$ cat src/tsd_pkg.sv
// shared types, constants and conversion functions for the tga stream decoder
package tsd_pkg;

    localparam int PaletteDepth = 256;
    localparam int PalAw = $clog2(PaletteDepth);
    localparam int QueueDepth = 4;
    localparam int QueueAw = $clog2(QueueDepth);

    typedef logic [QueueAw-1:0] qptr_t;
    typedef logic [QueueAw:0] qcnt_t;

    localparam logic [1:0] ST_RUN = 2'd0;
    localparam logic [1:0] ST_BAD_PAL = 2'd1;
    localparam logic [1:0] ST_TRUNC = 2'd2;

    typedef enum logic [5:0] {
        PH_HEADER  = 6'b000001,
        PH_IDSKIP  = 6'b000010,
        PH_PALETTE = 6'b000100,
        PH_PKTHEAD = 6'b001000,
        PH_PIXEL   = 6'b010000,
        PH_IDLE    = 6'b100000
    } phase_t;

    // one classified word passed from front to back
    typedef struct packed {
        logic        is_err;
        logic [1:0]  status;
        logic        pal_lookup;
        logic [31:0] value;
        logic [15:0] pal_off;
        logic [15:0] pal_len;
        logic [31:0] color;
        logic [15:0] x;
        logic [15:0] y;
        logic [7:0]  len;
        logic        image_end;
    } job_t;

    function automatic logic [31:0] to_argb(input logic [31:0] v, input logic [7:0] bits);
        logic [31:0] r;
        case (bits)
            8'd16: r = (v[15] ? 32'hFF000000 : 32'h0) + ({16'h0, v[15:0] & 16'h001F} << 3)
                     + ({16'h0, v[15:0] & 16'h03E0} << 6) + ({16'h0, v[15:0] & 16'h7C00} << 9);
            8'd24: r = 32'hFF000000 + (v & 32'h00FFFFFF);
            8'd32: r = v;
            default: r = 32'hFF000000;
        endcase
        return r;
    endfunction

    function automatic logic [2:0] bytes_for(input logic [7:0] bits);
        logic [5:0] n;
        n = 6'((9'(bits) + 9'd7) >> 3);
        if (n < 6'd1) n = 6'd1;
        if (n > 6'd4) n = 6'd4;
        return 3'(n);
    endfunction

endpackage

$ cat src/tsd_front.sv
// header parser, palette loader and packet classifier
module tsd_front (
    input  logic                   clk,
    input  logic                   rst_n,
    input  logic [7:0]             data_byte,
    input  logic                   last_byte,
    input  logic                   push,
    output logic                   full,
    input  logic                   q_full,
    input  logic                   pal_busy,
    output logic                   q_push,
    output tsd_pkg::job_t          q_job,
    output logic                   pal_we,
    output logic [tsd_pkg::PalAw-1:0] pal_waddr,
    output logic [31:0]            pal_wdata
);
    tsd_pkg::phase_t phase_reg, phase_next;
    logic [4:0]  hcnt_reg, hcnt_next;
    logic [7:0]  idlen_reg, idlen_next;
    logic        mapp_reg, mapp_next;
    logic [7:0]  itype_reg, itype_next;
    logic [15:0] moff_reg, moff_next;
    logic [15:0] mlen_reg, mlen_next;
    logic [7:0]  mbits_reg, mbits_next;
    logic [15:0] w_reg, w_next;
    logic [15:0] h_reg, h_next;
    logic [7:0]  pbits_reg, pbits_next;
    logic        top_reg, top_next;
    logic [1:0]  biv_reg, biv_next;
    logic [31:0] acc_reg, acc_next;
    logic [15:0] cnt_reg, cnt_next;
    logic [15:0] x_reg, x_next;
    logic [15:0] row_reg, row_next;
    logic [7:0]  pleft_reg, pleft_next;
    logic        prun_reg, prun_next;

    logic        take;
    logic [31:0] gval;
    logic        gdone;
    logic [7:0]  gbits;
    logic        rle;
    logic [16:0] len;
    logic [15:0] rem;
    logic [15:0] xs;

    // palette writes wait until no queued lookup can still read the old palette
    assign full = q_full || (pal_busy && phase_reg == tsd_pkg::PH_PALETTE);
    assign take = push && !full;
    assign rle = itype_reg[3];
    assign gbits = (phase_reg == tsd_pkg::PH_PALETTE) ? mbits_reg : pbits_reg;
    assign gval = acc_reg | ({24'h0, data_byte} << (6'd8 * {4'h0, biv_reg}));
    assign gdone = ({1'b0, biv_reg} + 3'd1) >= tsd_pkg::bytes_for(gbits);

    always_comb
    begin
        phase_next = phase_reg; hcnt_next = hcnt_reg; idlen_next = idlen_reg;
        mapp_next = mapp_reg; itype_next = itype_reg; moff_next = moff_reg;
        mlen_next = mlen_reg; mbits_next = mbits_reg; w_next = w_reg; h_next = h_reg;
        pbits_next = pbits_reg; top_next = top_reg; biv_next = biv_reg; acc_next = acc_reg;
        cnt_next = cnt_reg; x_next = x_reg; row_next = row_reg; pleft_next = pleft_reg;
        prun_next = prun_reg;
        q_push = 1'b0;
        q_job = '0;
        pal_we = 1'b0;
        pal_waddr = cnt_reg[tsd_pkg::PalAw-1:0];
        pal_wdata = tsd_pkg::to_argb(gval, mbits_reg);
        len = 17'd1;
        rem = w_reg - x_reg;
        xs = '0;
        if (take)
        begin
            case (phase_reg)
                tsd_pkg::PH_HEADER:
                begin
                    case (hcnt_reg)
                        5'd0: idlen_next = data_byte;
                        5'd1: mapp_next = (data_byte == 8'd1);
                        5'd2: itype_next = data_byte;
                        5'd3: moff_next = {8'h0, data_byte};
                        5'd4: moff_next = {data_byte, moff_reg[7:0]};
                        5'd5: mlen_next = {8'h0, data_byte};
                        5'd6: mlen_next = {data_byte, mlen_reg[7:0]};
                        5'd7: mbits_next = data_byte;
                        5'd12: w_next = {8'h0, data_byte};
                        5'd13: w_next = {data_byte, w_reg[7:0]};
                        5'd14: h_next = {8'h0, data_byte};
                        5'd15: h_next = {data_byte, h_reg[7:0]};
                        5'd16: pbits_next = data_byte;
                        5'd17: top_next = data_byte[5];
                        default: ;
                    endcase
                    hcnt_next = hcnt_reg + 5'd1;
                    if (hcnt_reg == 5'd17)
                    begin
                        hcnt_next = '0;
                        biv_next = '0; acc_next = '0; cnt_next = '0;
                        x_next = '0; row_next = '0; pleft_next = '0; prun_next = 1'b0;
                        if (mapp_reg && (mlen_reg == 16'd0
                            || 17'(mlen_reg) > 17'(tsd_pkg::PaletteDepth)))
                        begin
                            q_push = 1'b1;
                            q_job.is_err = 1'b1;
                            q_job.status = tsd_pkg::ST_BAD_PAL;
                            phase_next = tsd_pkg::PH_IDLE;
                        end
                        else if (idlen_reg != 8'd0)
                        begin
                            cnt_next = {8'h0, idlen_reg};
                            phase_next = tsd_pkg::PH_IDSKIP;
                        end
                        else if (mapp_reg)
                            phase_next = tsd_pkg::PH_PALETTE;
                        else if (w_next == 16'd0 || h_reg == 16'd0)
                            phase_next = tsd_pkg::PH_IDLE;
                        else
                            phase_next = rle ? tsd_pkg::PH_PKTHEAD : tsd_pkg::PH_PIXEL;
                    end
                end
                tsd_pkg::PH_IDSKIP:
                begin
                    cnt_next = cnt_reg - 16'd1;
                    if (cnt_reg <= 16'd1)
                    begin
                        cnt_next = '0;
                        if (mapp_reg)
                            phase_next = tsd_pkg::PH_PALETTE;
                        else if (w_reg == 16'd0 || h_reg == 16'd0)
                            phase_next = tsd_pkg::PH_IDLE;
                        else
                            phase_next = rle ? tsd_pkg::PH_PKTHEAD : tsd_pkg::PH_PIXEL;
                    end
                end
                tsd_pkg::PH_PALETTE:
                begin
                    biv_next = biv_reg + 2'd1;
                    acc_next = gval;
                    if (gdone)
                    begin
                        biv_next = '0; acc_next = '0;
                        pal_we = 17'(cnt_reg) < 17'(tsd_pkg::PaletteDepth);
                        cnt_next = cnt_reg + 16'd1;
                        if (cnt_next >= mlen_reg)
                        begin
                            if (w_reg == 16'd0 || h_reg == 16'd0)
                                phase_next = tsd_pkg::PH_IDLE;
                            else
                                phase_next = rle ? tsd_pkg::PH_PKTHEAD : tsd_pkg::PH_PIXEL;
                        end
                    end
                end
                tsd_pkg::PH_PKTHEAD:
                begin
                    prun_next = data_byte[7];
                    pleft_next = {1'b0, data_byte[6:0]} + 8'd1;
                    biv_next = '0; acc_next = '0;
                    phase_next = tsd_pkg::PH_PIXEL;
                end
                tsd_pkg::PH_PIXEL:
                begin
                    biv_next = biv_reg + 2'd1;
                    acc_next = gval;
                    if (gdone)
                    begin
                        biv_next = '0; acc_next = '0;
                        if (rle && prun_reg)
                        begin
                            len = {9'h0, pleft_reg};
                            if (len > 17'(rem)) len = 17'(rem);
                            pleft_next = '0;
                        end
                        else if (rle && pleft_reg != 8'd0)
                            pleft_next = pleft_reg - 8'd1;
                        q_push = 1'b1;
                        q_job.status = tsd_pkg::ST_RUN;
                        q_job.pal_lookup = (itype_reg[2:0] == 3'd1) && mapp_reg;
                        q_job.value = gval;
                        q_job.pal_off = moff_reg;
                        q_job.pal_len = mlen_reg;
                        q_job.color = tsd_pkg::to_argb(gval, pbits_reg);
                        q_job.x = x_reg;
                        q_job.y = top_reg ? row_reg : (h_reg - 16'd1 - row_reg);
                        q_job.len = len[7:0];
                        xs = x_reg + len[15:0];
                        x_next = xs;
                        if (xs >= w_reg)
                        begin
                            x_next = '0;
                            row_next = row_reg + 16'd1;
                            pleft_next = '0;
                        end
                        if (row_next >= h_reg)
                        begin
                            q_job.image_end = 1'b1;
                            phase_next = tsd_pkg::PH_IDLE;
                        end
                        else if (rle && pleft_next == 8'd0)
                            phase_next = tsd_pkg::PH_PKTHEAD;
                    end
                end
                default: ;
            endcase
            if (last_byte)
            begin
                if (phase_next != tsd_pkg::PH_IDLE)
                begin
                    q_push = 1'b1;
                    q_job = '0;
                    q_job.is_err = 1'b1;
                    q_job.status = tsd_pkg::ST_TRUNC;
                end
                phase_next = tsd_pkg::PH_HEADER; hcnt_next = '0;
                biv_next = '0; acc_next = '0; cnt_next = '0;
                x_next = '0; row_next = '0; pleft_next = '0; prun_next = 1'b0;
            end
        end
    end

    always_ff @(posedge clk or negedge rst_n)
    begin
        if (!rst_n)
        begin
            phase_reg <= tsd_pkg::PH_HEADER; hcnt_reg <= '0; idlen_reg <= '0;
            mapp_reg <= 1'b0; itype_reg <= '0; moff_reg <= '0; mlen_reg <= '0;
            mbits_reg <= '0; w_reg <= '0; h_reg <= '0; pbits_reg <= '0; top_reg <= 1'b0;
            biv_reg <= '0; acc_reg <= '0; cnt_reg <= '0; x_reg <= '0; row_reg <= '0;
            pleft_reg <= '0; prun_reg <= 1'b0;
        end
        else
        begin
            phase_reg <= phase_next; hcnt_reg <= hcnt_next; idlen_reg <= idlen_next;
            mapp_reg <= mapp_next; itype_reg <= itype_next; moff_reg <= moff_next;
            mlen_reg <= mlen_next; mbits_reg <= mbits_next; w_reg <= w_next;
            h_reg <= h_next; pbits_reg <= pbits_next; top_reg <= top_next;
            biv_reg <= biv_next; acc_reg <= acc_next; cnt_reg <= cnt_next;
            x_reg <= x_next; row_reg <= row_next; pleft_reg <= pleft_next;
            prun_reg <= prun_next;
        end
    end

`ifndef NO_ASSERTIONS
    a_hcnt: assert property (@(posedge clk) disable iff (!rst_n) hcnt_reg <= 5'd17)
        else $error("header count out of range");
    a_biv: assert property (@(posedge clk) disable iff (!rst_n)
        phase_reg != tsd_pkg::PH_PALETTE && phase_reg != tsd_pkg::PH_PIXEL |-> biv_reg == 2'd0)
        else $error("partial value outside gather phases");
    a_push: assert property (@(posedge clk) disable iff (!rst_n) q_push |-> take)
        else $error("queue push without accepted word");
`endif
endmodule

$ cat config.mk
export PLATFORM = sky130hd
export DESIGN_NAME = tsd_front
export DESIGN_NICKNAME = d
export VERILOG_FILES = /design/src/tsd_pkg.sv /design/src/tsd_front.sv
export SDC_FILE = /design/constraint.sdc
export NUM_CORES = 1
export LEC_CHECK = 0
export BUFFER_PORTS_ARGS = -buffer_cell sky130_fd_sc_hd__buf_2
export CORE_MARGIN = 3
export CORE_UTILIZATION = 55
export CTS_CLUSTER_DIAMETER = 120
export DETAILED_ROUTE_END_ITERATION = 6
export HOLD_SLACK_MARGIN = 0.15
export PLACE_DENSITY_LB_ADDON = 0.08
export SYNTH_ARGS = -nofsm -noshare
export SYNTH_HDL_FRONTEND = slang
export SYNTH_SLANG_ARGS = --single-unit
$ cat constraint.sdc
create_clock -name clk -period 28.1 [get_ports clk]
set_input_delay 1.405 -clock clk [delete_from_list [all_inputs] [get_ports clk]]
set_output_delay 1.405 -clock clk [all_outputs]
set_load 0.1 [all_outputs]
==> impl_metrics.yaml <==
timing:
  final.setup_skew_ps: 17.6
  worst_slew_pin_slew_ps: 1240
  worst_hold_slack_ps: 480
  fin_tns_setup_ps: 0
  post-route-period-util_pct: 50.8
  setup_viol: 0
  rsz0062_at_grt: "false"
  post-route-min-period_ps: 14290
  finalHoldViolCount: 0
  final_max_slew_viol_count: 0
  maxSlewHeadroom_pct: 17.0
  fmax_mhz: 70.0
synth:
  yosysTopAreaCell: "dfrtp_1"
  synth_edf_count: 0
  synth_top_flop_cell: "dfrtp_1"
  async_reset_ff_share_pct: 100
  synthCells: 1883
  syn_area_um2: 15400
  yosysMostFrequentCell: "nor2_1"
  synth-seq-area-share_pct: 31.9
  yosys-top-cells-count: "223 x nor2_1, 195 x dfrtp_1, 157 x a21oi_1, 141 x nand2_1, 118 x o21ai_0"
  synth_top_area_share_pct: 31.8
  synth.distinct_cells: 88
  avgSynthCellArea_um2: 8.16
  synthTopCellsByArea: "dfrtp_1 32%, ha_1 9.4%, nor2_1 5.4%"
  yosysWarnings: 0
  ys_seq_elements: 196
setup_path:
  slowest_delay_ps: 890
  worstSetupStartpointType: "register"
  worst_path_most_repeated_cell: "a21o_1"
  worst_setup_path_end_kind: "output port"
  crit_fanout: 108
  crit_slowest_cell: "nand2_4"
  cp.arrival_ps: 12880
  r2r_setup_slack_ps: 17010
  cp.required_ps: 26690
  path_class: "register to output port"
clock_network:
  htree_levels: 4
  cts_tree: "yes"
  post_cts.repair.setup_buffers: 0
  path_clk_slew_ps: 70
  cts-hold-fix-buffers: 0
  clk_latency_ps: 460
  clk_path_buf_depth: 2
  cts-root-buf: "clkbuf_16"
  cts_buffers: 17
  clock_sinks: 196
  cts_resized: 0
pwr:
  pwr-share-comb_pct: 38.9
  p_sw_share_pct: 43.4
  p_total_mw: 1.02
  seqPwrFrac_pct: 36.5
  p_switching_mw: 0.442
  clockPowerShare_pct: 24.6
  leakagePower_nw: 8.22
  internal_power_mw: 0.575
  p_per_area_nw_per_um2: 59.6
  vdd_drop_max_mv: 0.0386
grt:
  grt_overflow: 0
  grt_usage_pct: 30.5
  grt_pass1_wl_um: 75100
  grt_max_degree: 109
  grt_pass1_vias: 14000
  antenna_found_initial: 0
route:
  routed_wl_um: 46700
  vias: 14800
  avgViaCountPerCell: 6.20
  wl_met3_um: 2770
  drtIter0Drc: 1291
  detail-route-antenna-nets: 0
  wl_met2_um: 22000
  routedWlPerCell_um: 19.6
  wl_met1_um: 20700
  topRoutingLayerUsed: "met4"
  drt_pass1_iterations: 7
  drc: 0
floorplan:
  die_y_um: 173
  die_area_um2: 30000
  coreArea_um2: 27200
  rows: 60
  io_pins: 198
  start_util_pct: 56.5
  fp.dieW_um: 173
placed_design:
  place_area_um2: 16500
  place.gp.congestion: 0.946
  port_buffers: 197
  hpwlAfterDp_um: 33400
cells_and_area:
  nNetsFinal: 2127
  largest_reg_flops: 32
  fin_area_um2: 17100
  area_growth_syn_to_layout_pct: 11.1
  antenna_cells: 0
  num-fill-cells: 2423
  drive_gt1_share_pct: 15.9
outcome:
  status: "completed"
worst_hold_path:
  hold_path.class: "register to register"
job:
  maxCapViolations: 0
worst max-delay path: cells and delay by family, from the launching register on:
kind | cells | cell delay [ps]
AND/OR/NAND/NOR | 18 | 4190
adder cells (fa/ha/maj) | 5 | 1600
XOR/XNOR | 3 | 440
flip-flops | 1 | 410
AO/OA/AOI/OAI | 24 | 4770
buffers and inverters | 4 | 950
cell usage in the layout, fill, tap and decap left out, types with 38 or more instances in the layout:
master   instances
mux2_2          47
xnor2_1         53
and3_1          53
a21oi_1        157
a22o_1          62
inv_1          110
dfrtp_1        195
nand2_1        140
a21o_1          38
o21ai_0        118
nor3_1          54
buf_2          196
ha_1           115
nor2_1         222
metal layers:
metal  global-route usage [%]  vias to the layer above
li1                         -                     6985
met1                     41.6                     7132
met2                     50.5                      542
met3                     4.35                       91
met4                     9.56                        0
met5                        0                        -
path summary, 6_finish.rpt:
kind	end	start	cells after the start
min in group asynchronous	row_reg[6]	rst_n	1
worst max register to register	phase_reg[2]	x_reg[3]	51
worst min register to register	itype_reg[1]	itype_reg[1]	2
worst max-delay path	q_job[8]	x_reg[3]	54
worst min-delay path	itype_reg[1]	itype_reg[1]	2
max in group asynchronous	biv_reg[0]	rst_n	2
cell type report:
type / instances / area, um^2 / area share (%)
multi-input cells: 1456 / 9560 / 56.0
well taps: 372 / 465 / 2.73
clock inverters: 13 / 154 / 0.901
flip-flops and latches: 196 / 4910 / 28.7
clock buffers: 19 / 453 / 2.65
inverters: 111 / 417 / 2.44
repair buffers: 213 / 1110 / 6.53
logic make-up after synthesis:
group	count (synthesis)	share of synthesized area, %
simple gates	655	20.6
compound gates	541	23.0
buf+inv	237	6.12
flops	196	31.9
fa+ha+maj	118	9.75
xor+xnor	80	4.61
mux	55	4.00
other cells	1	0.0244
power groups by stage:
stage,combinational [mW],clock [mW],sequential (mW)
2_1_floorplan,0.327,0,0.351
3_3_place_gp,0.384,0,0.374
3_5_place_dp,0.390,0,0.375
4_1_cts,0.392,0.253,0.370
5_1_grt,0.433,0.264,0.377
6_report,0.396,0.250,0.372
stage by stage:
stage,instances,util [%],worst slack (ps)
after floorplan,1889,-,15200
after global placement,2348,60.6,14870
after detailed placement,2348,60.6,14540
after CTS,2380,62.8,13990
after global routing,2380,62.8,12790
final,2380,62.8,13810
Note: power is estimated with default switching activity, not from simulation.
