$ cat src/tsd_pkg.sv
// shared types, constants and conversion functions for the tga stream decoder
package tsd_pkg;

    localparam int PaletteDepth = 256;
    localparam int PalAw = $clog2(PaletteDepth);
    localparam int QueueDepth = 4;
    localparam int QueueAw = $clog2(QueueDepth);

    typedef logic [QueueAw-1:0] qptr_t;
    typedef logic [QueueAw:0] qcnt_t;

    localparam logic [1:0] ST_RUN = 2'd0;
    localparam logic [1:0] ST_BAD_PAL = 2'd1;
    localparam logic [1:0] ST_TRUNC = 2'd2;

    typedef enum logic [5:0] {
        PH_HEADER  = 6'b000001,
        PH_IDSKIP  = 6'b000010,
        PH_PALETTE = 6'b000100,
        PH_PKTHEAD = 6'b001000,
        PH_PIXEL   = 6'b010000,
        PH_IDLE    = 6'b100000
    } phase_t;

    // one classified word passed from front to back
    typedef struct packed {
        logic        is_err;
        logic [1:0]  status;
        logic        pal_lookup;
        logic [31:0] value;
        logic [15:0] pal_off;
        logic [15:0] pal_len;
        logic [31:0] color;
        logic [15:0] x;
        logic [15:0] y;
        logic [7:0]  len;
        logic        image_end;
    } job_t;

    function automatic logic [31:0] to_argb(input logic [31:0] v, input logic [7:0] bits);
        logic [31:0] r;
        case (bits)
            8'd16: r = (v[15] ? 32'hFF000000 : 32'h0) + ({16'h0, v[15:0] & 16'h001F} << 3)
                     + ({16'h0, v[15:0] & 16'h03E0} << 6) + ({16'h0, v[15:0] & 16'h7C00} << 9);
            8'd24: r = 32'hFF000000 + (v & 32'h00FFFFFF);
            8'd32: r = v;
            default: r = 32'hFF000000;
        endcase
        return r;
    endfunction

    function automatic logic [2:0] bytes_for(input logic [7:0] bits);
        logic [5:0] n;
        n = 6'((9'(bits) + 9'd7) >> 3);
        if (n < 6'd1) n = 6'd1;
        if (n > 6'd4) n = 6'd4;
        return 3'(n);
    endfunction

endpackage

$ cat src/tsd_back.sv
// queue, palette index modulo, palette read and output register
module tsd_back (
    input  logic                   clk,
    input  logic                   rst_n,
    input  logic                   q_push,
    input  tsd_pkg::job_t          q_job,
    output logic                   q_full,
    output logic                   pal_busy,
    output logic [tsd_pkg::PalAw-1:0] pal_raddr,
    input  logic [31:0]            pal_rdata,
    input  logic                   pop,
    output logic                   empty,
    output logic [31:0]            color,
    output logic [15:0]            col_x,
    output logic [15:0]            row_y,
    output logic [7:0]             run_length,
    output logic [1:0]             status,
    output logic                   image_end
);
    tsd_pkg::job_t q_mem [tsd_pkg::QueueDepth];
    tsd_pkg::qptr_t wp_reg, rp_reg;
    tsd_pkg::qcnt_t qc_reg;

    typedef enum logic [4:0] {
        B_IDLE = 5'b00001,
        B_MOD  = 5'b00010,
        B_READ = 5'b00100,
        B_DATA = 5'b01000,
        B_OUT  = 5'b10000
    } bst_t;
    bst_t st_reg, st_next;
    tsd_pkg::job_t job_reg, job_next;
    logic [16:0] rem_reg, rem_next;
    logic [16:0] div_reg, div_next;
    logic [4:0]  sh_reg, sh_next;
    logic        q_pop;
    logic [16:0] sub;
    logic [31:0] sum;

    assign q_full = qc_reg == tsd_pkg::qcnt_t'(tsd_pkg::QueueDepth);
    assign pal_busy = qc_reg != '0 || st_reg == B_MOD || st_reg == B_READ;
    assign empty = st_reg != B_OUT;
    assign color = job_reg.color;
    assign col_x = job_reg.x;
    assign row_y = job_reg.y;
    assign run_length = job_reg.len;
    assign status = job_reg.status;
    assign image_end = job_reg.image_end;
    assign pal_raddr = rem_reg[tsd_pkg::PalAw-1:0];
    // index sum wraps at 32 bits
    assign sum = q_mem[rp_reg].value + {16'h0, q_mem[rp_reg].pal_off};
    assign sub = rem_reg - div_reg;

    // restoring modulo: bring (value+offset) below length one bit a cycle
    always_comb
    begin
        st_next = st_reg; job_next = job_reg; rem_next = rem_reg; div_next = div_reg;
        sh_next = sh_reg; q_pop = 1'b0;
        case (st_reg)
            B_IDLE:
            begin
                if (qc_reg != '0)
                begin
                    q_pop = 1'b1;
                    job_next = q_mem[rp_reg];
                    if (q_mem[rp_reg].is_err)
                        st_next = B_OUT;
                    else if (q_mem[rp_reg].pal_lookup)
                    begin
                        st_next = B_MOD;
                        sh_next = 5'd31;
                        job_next.value = {sum[30:0], 1'b0};
                        rem_next = {16'h0, sum[31]};
                        div_next = {1'b0, q_mem[rp_reg].pal_len};
                    end
                    else
                        st_next = B_OUT;
                end
            end
            B_MOD:
            begin
                if (rem_reg >= div_reg) rem_next = sub;
                else rem_next = rem_reg;
                job_next.value = {job_reg.value[30:0], 1'b0};
                if (sh_reg == 5'd0)
                    st_next = B_READ;
                else
                begin
                    rem_next = {(rem_reg >= div_reg ? sub[15:0] : rem_reg[15:0]),
                                job_reg.value[31]};
                    sh_next = sh_reg - 5'd1;
                end
            end
            B_READ: st_next = B_DATA;
            B_DATA:
            begin
                job_next.color = pal_rdata;
                st_next = B_OUT;
            end
            B_OUT: if (pop) st_next = B_IDLE;
            default: st_next = B_IDLE;
        endcase
    end

    always_ff @(posedge clk)
    begin
        if (q_push && !q_full) q_mem[wp_reg] <= q_job;
        job_reg <= job_next; rem_reg <= rem_next; div_reg <= div_next; sh_reg <= sh_next;
    end

    always_ff @(posedge clk or negedge rst_n)
    begin
        if (!rst_n)
        begin
            wp_reg <= '0; rp_reg <= '0; qc_reg <= '0; st_reg <= B_IDLE;
        end
        else
        begin
            st_reg <= st_next;
            if (q_push && !q_full) wp_reg <= wp_reg + tsd_pkg::qptr_t'(1);
            if (q_pop) rp_reg <= rp_reg + tsd_pkg::qptr_t'(1);
            qc_reg <= qc_reg + tsd_pkg::qcnt_t'(q_push && !q_full) - tsd_pkg::qcnt_t'(q_pop);
        end
    end

`ifndef NO_ASSERTIONS
    a_cnt: assert property (@(posedge clk) disable iff (!rst_n)
        qc_reg <= tsd_pkg::qcnt_t'(tsd_pkg::QueueDepth))
        else $error("queue overflow");
    a_pop: assert property (@(posedge clk) disable iff (!rst_n) q_pop |-> qc_reg != '0)
        else $error("queue underflow");
    a_rem: assert property (@(posedge clk) disable iff (!rst_n)
        st_reg == B_READ |-> rem_reg < div_reg)
        else $error("palette index not reduced");
`endif
endmodule

$ cat config.mk
export PLATFORM = sky130hd
export DESIGN_NAME = tsd_back
export DESIGN_NICKNAME = d
export VERILOG_FILES = /design/src/tsd_pkg.sv /design/src/tsd_back.sv
export SDC_FILE = /design/constraint.sdc
export NUM_CORES = 1
export LEC_CHECK = 0
export BUFFER_PORTS_ARGS = -buffer_cell sky130_fd_sc_hd__clkbuf_2
export CAP_MARGIN = 20
export CORE_MARGIN = 1.5
export CORE_UTILIZATION = 59
export CTS_CLUSTER_DIAMETER = 80
export DETAILED_ROUTE_END_ITERATION = 10
export PLACE_DENSITY_LB_ADDON = 0.25
export SLEW_MARGIN = 20
export SYNTH_ARGS = -nofsm -noshare
export SYNTH_HDL_FRONTEND = slang
export SYNTH_SLANG_ARGS = --single-unit
$ cat constraint.sdc
create_clock -name clk -period 6.4 [get_ports clk]
set_clock_uncertainty 0.05 [all_clocks]
set_input_delay 0.64 -clock clk [delete_from_list [all_inputs] [get_ports clk]]
set_output_delay 0.64 -clock clk [all_outputs]
set_load 0.01 [all_outputs]
==> results of run 1 <==
## logic make-up after synthesis
| group | Yosys count | synth area share |
|---|---|---|
| AOI/OAI and AO/OA | 201 | 0.04851 |
| and+or+nand+nor | 171 | 0.03054 |
| buffers and inverters | 181 | 0.03530 |
| xor gates and xnor gates | 45 | 0.01351 |
| DFF | 721 | 0.7402 |
| adders and majority gates | 42 | 0.01879 |
| muxes | 156 | 0.1132 |
## worst max-delay path, stage by stage (launching register included)
cell	delay, ns
dfrtp_4	0.94
buf_4	0.55
mux4_2	0.59
ha_1	0.37
a21o_1	0.20
a21o_1	0.19
a211oi_1	0.33
o311ai_2	0.19
a41oi_2	0.50
nand4b_1	0.20
xor2_1	0.16
a21oi_1	0.08
## metal layers
metal	global-route usage	vias up	part of all wire
met3	0.05645	91	0.066
met4	0.08552	14	0.025
li1	-	6502	-
met5	0	-	0.0018
met2	0.3717	423	0.51
met1	0.2949	7442	0.40
## timing repair
| item | 4_1_cts | 5_1_grt |
|---|---|---|
| hold endpoints to repair | 11 | 0 |
| hold buffers | 1 | 0 |
| setup endpoints to repair | 0 | 0 |
## path summary, 6_finish.rpt
check,slack [ns],end
min reg2reg,0.48,qc_reg[2]
min,0.20,q_mem[0][59]
max,1.69,rem_reg[0]
min in group asynchronous,0.44,rp_reg[1]
max reg2reg,1.69,rem_reg[0]
max in group asynchronous,5.57,st_reg[0]
## final cells by class
type                            instances  area [sq um]
Antenna cell                            9         22.52
Clock buffer                           89          1929
Clock inverter                         41         395.4
Fill cell                            3242         15800
Inverter                               38         142.6
Multi-Input combinational cell        615          6585
Sequential cell                       721         21600
Tap cell                              664         830.8
Timing Repair Buffer                  284          1549
## power groups by stage
| stage | Combinational (W) | Sequential (W) | Clock (W) |
|---|---|---|---|
| 6_report | 0.00589 | 0.00729 | 0.00413 |
| 2_1_floorplan | 0.00476 | 0.00725 | 0 |
| 5_1_grt | 0.00647 | 0.00740 | 0.00437 |
| 3_3_place_gp | 0.00574 | 0.00739 | 0 |
| 4_1_cts | 0.00588 | 0.00737 | 0.00420 |
| 3_5_place_dp | 0.00585 | 0.00745 | 0 |
## through the flow
| stage | power [W] | setup slack (ns) |
|---|---|---|
| final | 0.01731 | 1.692 |
| after global routing | 0.01824 | 1.261 |
| after CTS | 0.01746 | 1.604 |
| after detailed placement | 0.01330 | 1.635 |
| after global placement | 0.01313 | 1.684 |
| after floorplan | 0.01201 | 1.588 |
## layout by cell type, fill, tap and decap left out, types with 10 or more instances in the layout
master	Yosys	routed
edfxtp_1	709	709
clkbuf_2	0	262
mux4_2	139	139
clkbuf_16	0	75
nor2_1	46	45
nand2_1	43	43
ha_1	39	39
inv_1	38	37
a22o_1	37	37
xnor2_1	35	35
a21oi_1	34	34
o21ai_0	33	32
a22oi_1	16	16
mux2i_1	16	16
buf_4	83	16
a211oi_1	14	14
clkbuf_1	31	14
o21ai_1	14	13
nand3_1	13	13
clkinv_2	0	13
clkinv_1	0	12
nor2b_1	10	10
xor2_1	10	10
==> flow_metrics.py, run 1 <==
metrics = {
    "floorplan": {
        "die_x_um": 225.4,
        "initial_core_util": 0.5972,
        "die_y_um": 225.4,
        "ios": 263,
        "core_sq_um": 48850,
        "fp-row-count": 81,
        "dieArea_sq_um": 50790,
    },
    "timing": {
        "grt_setup_unrepaired": "no",
        "finalHoldWorstSlack_ns": 0.2027,
        "period_share": 0.7356,
        "max_slew_margin": 0.3068,
        "fin_crit_ns": 4.708,
        "finalSetupTns_ns": 0,
        "setup_viol": 0,
        "tightest_slew_ns": 1.040,
        "finalHoldViolations": 0,
        "max_freq_mhz": 212.4,
        "final_max_slew_viol_count": 0,
    },
    "critical_path": {
        "worst_ep_required_time_ns": 6.65,
        "worstSetupStartpoint": "rp_reg[0]",
        "path_max_fanout": 39,
        "end_kind": "flop",
        "crit_type": "flop to flop",
        "cp.arrival_ns": 4.96,
        "r2r_cells": 11,
        "start_kind": "flop",
        "r2r-start": "rp_reg[0]",
    },
    "drt": {
        "ant_nets": 0,
        "first_pass_iters": 5,
        "vias": 14470,
        "vias_per_cell": 5.881,
        "wirelength_mm": 55.91,
        "wl_per_cell_um": 22.72,
        "drt_iter0_markers": 967,
        "drc": 0,
    },
    "power_and_ir_drop": {
        "powerDensity_nw_per_um2": 523.6,
        "power_switching_w": 0.005515,
        "clockPowerShare": 0.239,
        "leakagePower_nw": 11.54,
        "internal-power_w": 0.01179,
        "combPwrFrac": 0.340,
        "swShare": 0.3186,
        "max-vdd-ir-drop_mv": 0.3353,
        "p_seq_frac": 0.421,
    },
    "final_layout": {
        "largest_register_ffs": 564,
        "area_growth_syn_to_layout_pct": 13.31,
        "final_area_sq_um": 33050,
        "fin_nets": 1952,
        "fin_util": 0.6767,
        "final_cells": 2461,
        "drive_gt1_frac": 0.3087,
    },
    "synth": {
        "ys_ff_latch": 721,
        "synth_edf_count": 709,
        "yosysMostFrequentCell": "edfxtp_1",
        "synth_top_area_frac": 0.7298,
        "synthesis.instances": 1517,
        "synthDistinctLibCells": 71,
        "ys_warn_count": 0,
        "syn_area_sq_um": 29170,
        "syn_avg_cell_area_sq_um": 19.23,
        "netlist_top_cells_area": "edfxtp_1 (73%), mux4_2 (11%), buf_4 (2.1%)",
        "synthTopCellsByCount": "edfxtp_1 (709), mux4_2 (139), buf_4 (83)",
        "synth_top_area_cell": "edfxtp_1",
        "async_flop_share": 0.01664,
        "yosysSeqAreaShare": 0.7402,
        "ys.flop_type": "edfxtp_1",
        "syn_nets": 1736,
    },
    "min_path": {
        "hold_path_depth": 1,
        "holdCritPathClass": "input port to flop",
        "hp-start": "q_job[59]",
    },
    "global_routing": {
        "grt_pass1_wl_mm": 85.91,
        "antenna_found_initial": 16,
        "grt_pass1_vias": 15200,
        "gr-usage-all-layers": 0.2263,
        "gr-total-overflow": 0,
        "grt_max_degree": 130,
    },
    "cts": {
        "cts_resized": 0,
        "cts_htree_levels": 3,
        "cts_tree": "done",
        "postCtsSetupBuffers": 0,
        "clk_latency_ns": 0.59,
        "root_buffer": "clkbuf_16",
        "cts.path.max_buffers": 3,
        "clk_pin_slew_ns": 0.06,
        "cts_made_buffers": 73,
        "cts.sinks": 721,
    },
    "status": {
        "status": "finished, final reports clean",
    },
    "place": {
        "numPortBuffers": 262,
        "gp_congestion": 0.8071,
        "dpl.hpwl_mm": 33.14,
        "placedInstanceArea_sq_um": 30670,
        "dp_cells": 2320,
    },
    "run": {
        "maxCapViolCount": 0,
    },
}
Power figures use the tool's default switching activity.
==> run 2, diff against run 1 <==
--- a/config.mk
+++ b/config.mk
@@ -5,10 +5,11 @@
 export SDC_FILE = /design/constraint.sdc
 export NUM_CORES = 1
 export LEC_CHECK = 0
+export ABC_AREA = 1
 export BUFFER_PORTS_ARGS = -buffer_cell sky130_fd_sc_hd__clkbuf_2
 export CAP_MARGIN = 20
 export CORE_MARGIN = 1.5
-export CORE_UTILIZATION = 59
+export CORE_UTILIZATION = 60
 export CTS_CLUSTER_DIAMETER = 80
 export DETAILED_ROUTE_END_ITERATION = 10
 export PLACE_DENSITY_LB_ADDON = 0.25
==> constraint.sdc (replaced) <==
create_clock -name clk -period 4.4 [get_ports clk]
set_clock_uncertainty 0.05 [all_clocks]
set_input_delay 0.44 -clock clk [delete_from_list [all_inputs] [get_ports clk]]
set_output_delay 0.44 -clock clk [all_outputs]
set_load 0.01 [all_outputs]
==> flow_metrics.py, run 2 <==
metrics = {
    "power_and_ir_drop": {
        "finalPower_w": 0.02686,
        "max-vdd-ir-drop_mv": 0.4328,
        "powerDensity_nw_per_um2": 753.4,
        "leakagePower_nw": 13.33,
    },
    "final_layout": {
        "final_area_sq_um": 35650,
        "layout_commonest_cell": "edfxtp_1",
        "final_cells": 3577,
        "layout_common_cells": "edfxtp_1 (709), nand2_1 (503), clkbuf_2 (262)",
        "fill_cells": 3391,
        "drive_gt1_frac": 0.1526,
        "area_growth_syn_to_layout_pct": 16.37,
        "fin_nets": 3059,
        "largest_register_ffs": 564,
    },
    "drt": {
        "first_pass_iters": 7,
        "wirelength_mm": 70.61,
        "drc": 0,
        "vias": 20450,
        "drt_iter0_markers": 1609,
        "wl_per_cell_um": 19.74,
        "ant_nets": 0,
        "vias_per_cell": 5.718,
    },
    "synth": {
        "ys_warn_count": 0,
        "syn_nets": 2745,
        "synth_edf_count": 709,
        "ys_ff_latch": 721,
        "synth_xor_area_frac": 0.008291,
        "syn_area_sq_um": 30630,
        "netlist_top_cells_area": "edfxtp_1 (70%), nand2_1 (6.2%), o21ai_0 (3.9%)",
        "synth_compound_area_frac": 0.09027,
        "muxShareOfSynthArea": 0,
        "synth_top_area_cell": "edfxtp_1",
        "synthesis.instances": 2526,
        "synthTopCellsByCount": "edfxtp_1 (709), nand2_1 (504), nor2_1 (261)",
        "synth_top_area_frac": 0.6950,
        "async_flop_share": 0.01664,
        "yosysSeqAreaShare": 0.7049,
        "yosysMostFrequentCell": "edfxtp_1",
        "ys.flop_type": "edfxtp_1",
        "synth_simple_gate_area_frac": 0.1247,
        "synthAdderAreaFrac": 0.01789,
        "synth_top_family_by_area": "simple AND/OR/NAND/NOR gates",
        "syn_avg_cell_area_sq_um": 12.13,
        "synthDistinctLibCells": 47,
    },
    "cts": {
        "cts.sinks": 721,
        "root_buffer": "clkbuf_16",
        "cts_resized": 0,
        "cts_made_buffers": 74,
        "cts_hold_repair.buffers": 138,
        "cts_tree": "done",
        "cts_htree_levels": 3,
        "clk_latency_ns": 0.62,
        "postCtsSetupBuffers": 0,
        "clk_pin_slew_ns": 0.07,
        "cts.path.max_buffers": 3,
    },
    "place": {
        "numPortBuffers": 262,
        "placedInstanceArea_sq_um": 31980,
        "dp_cells": 3298,
        "dpl.hpwl_mm": 41.97,
        "gp_congestion": 0.9284,
    },
    "global_routing": {
        "antenna_found_initial": 10,
        "grt_max_degree": 106,
        "gr-total-overflow": 0,
        "grt_pass1_wl_mm": 110.6,
        "grt_pass1_vias": 20430,
        "gr-usage-all-layers": 0.2709,
    },
    "floorplan": {
        "initial_core_util": 0.6093,
        "die_x_um": 229.0,
        "dieArea_sq_um": 52420,
        "die_y_um": 229.0,
        "core_sq_um": 50270,
        "ios": 263,
        "fp-row-count": 82,
    },
    "critical_path": {
        "cp.arrival_ns": 4.13,
        "path_max_fanout": 83,
        "start_kind": "flop",
        "crit_type": "flop to flop",
        "end_kind": "flop",
        "worst_ep_required_time_ns": 4.72,
    },
    "timing": {
        "max_freq_mhz": 262.4,
        "tightest_slew_ns": 0.9772,
        "fin_crit_ns": 3.811,
        "max_slew_margin": 0.3485,
        "period_share": 0.8662,
        "final_max_slew_viol_count": 0,
        "setup_viol": 0,
        "grt_setup_unrepaired": "no",
        "finalHoldViolations": 0,
    },
    "status": {
        "status": "finished, final reports clean",
    },
    "run": {
        "maxCapViolCount": 0,
    },
    "min_path": {
        "holdCritPathClass": "input port to flop",
    },
}
==> run 2: cell type report <==
class / count / area, sq um / share of cell area
antenna: 9 / 22.52 / 0.0006318
sequential: 721 / 21600 / 0.6059
timing repair buffer: 437 / 3020 / 0.08473
clock inverter: 37 / 339.1 / 0.009511
multi-input combinational: 1487 / 7437 / 0.2086
clock buffer: 95 / 1931 / 0.05416
tap: 672 / 840.8 / 0.02359
inverter: 119 / 459.2 / 0.01288
==> run 2: critical path, stage by stage, from the launching register on <==
cell and delay (ns):
dfrtp_4 0.69, inv_8 0.43, buf_4 0.39, o21ai_0 0.16, o22ai_1 0.29, ha_1 0.35
nand2_1 0.13, inv_1 0.08, nand2_1 0.09, nand2_1 0.05, a21oi_1 0.12, nand2_1 0.12
nand3_1 0.16, nand2_1 0.12, nand3_1 0.09, nand3_1 0.09, nand2_1 0.08, nand2_1 0.05
==> run 2: cell families (layout without fill, tap and decap cells) <==
logic type | after synthesis | in the layout
buffers and inverters | 318 | 688
DFF | 721 | 721
adders and majority gates | 42 | 42
and+or+nand+nor | 934 | 934
other | 0 | 9
xor gates and xnor gates | 29 | 29
AOI/OAI and AO/OA | 482 | 482
==> run 2: path summary, 6_finish.rpt <==
| kind | start | end | slack (ns) | depth (start not counted) |
|---|---|---|---|---|
| worst min-delay path | q_job[93] | q_mem[0][93] | 0.03 | 1 |
| worst max-delay path | rp_reg[0] | job_reg[136] | 0.59 | 17 |
| min in group asynchronous | rst_n | st_reg[2] | 0.25 | 2 |
| max in group asynchronous | rst_n | rp_reg[0] | 3.74 | 2 |
| worst min register to register | job_reg[117] | job_reg[118] | 0.47 | 2 |
| worst max register to register | rp_reg[0] | job_reg[136] | 0.59 | 17 |
==> run 2: report_power, final <==
group          total [W]  internal, W  switching, W
registers         0.0106       0.0100      0.000565
clock network    0.00590      0.00331       0.00258
logic             0.0104      0.00319       0.00720
total             0.0269       0.0165        0.0104
==> run 2: per-layer routing <==
layer	GRT usage	wire (um)
met2	0.4585	35400
met3	0.05215	4192
met4	0.09396	2114
met5	0	39
met1	0.3522	28860
==> run 2: metrics by stage <==
stage | setup WS [ns] | util | setup TNS [ns] | hold WS, ns
3_3_place_gp | 0.7310 | 0.6360 | 0 | 0.3174
4_1_cts | 0.5769 | 0.7087 | 0 | 0.0005778
5_1_grt | 0.2540 | 0.7091 | 0 | 0.006585
2_1_floorplan | -0.5293 | - | -298.50 | 0.09441
6_report | 0.5889 | 0.7091 | 0 | 0.02775
3_5_place_dp | 0.6062 | 0.6360 | 0 | 0.3166
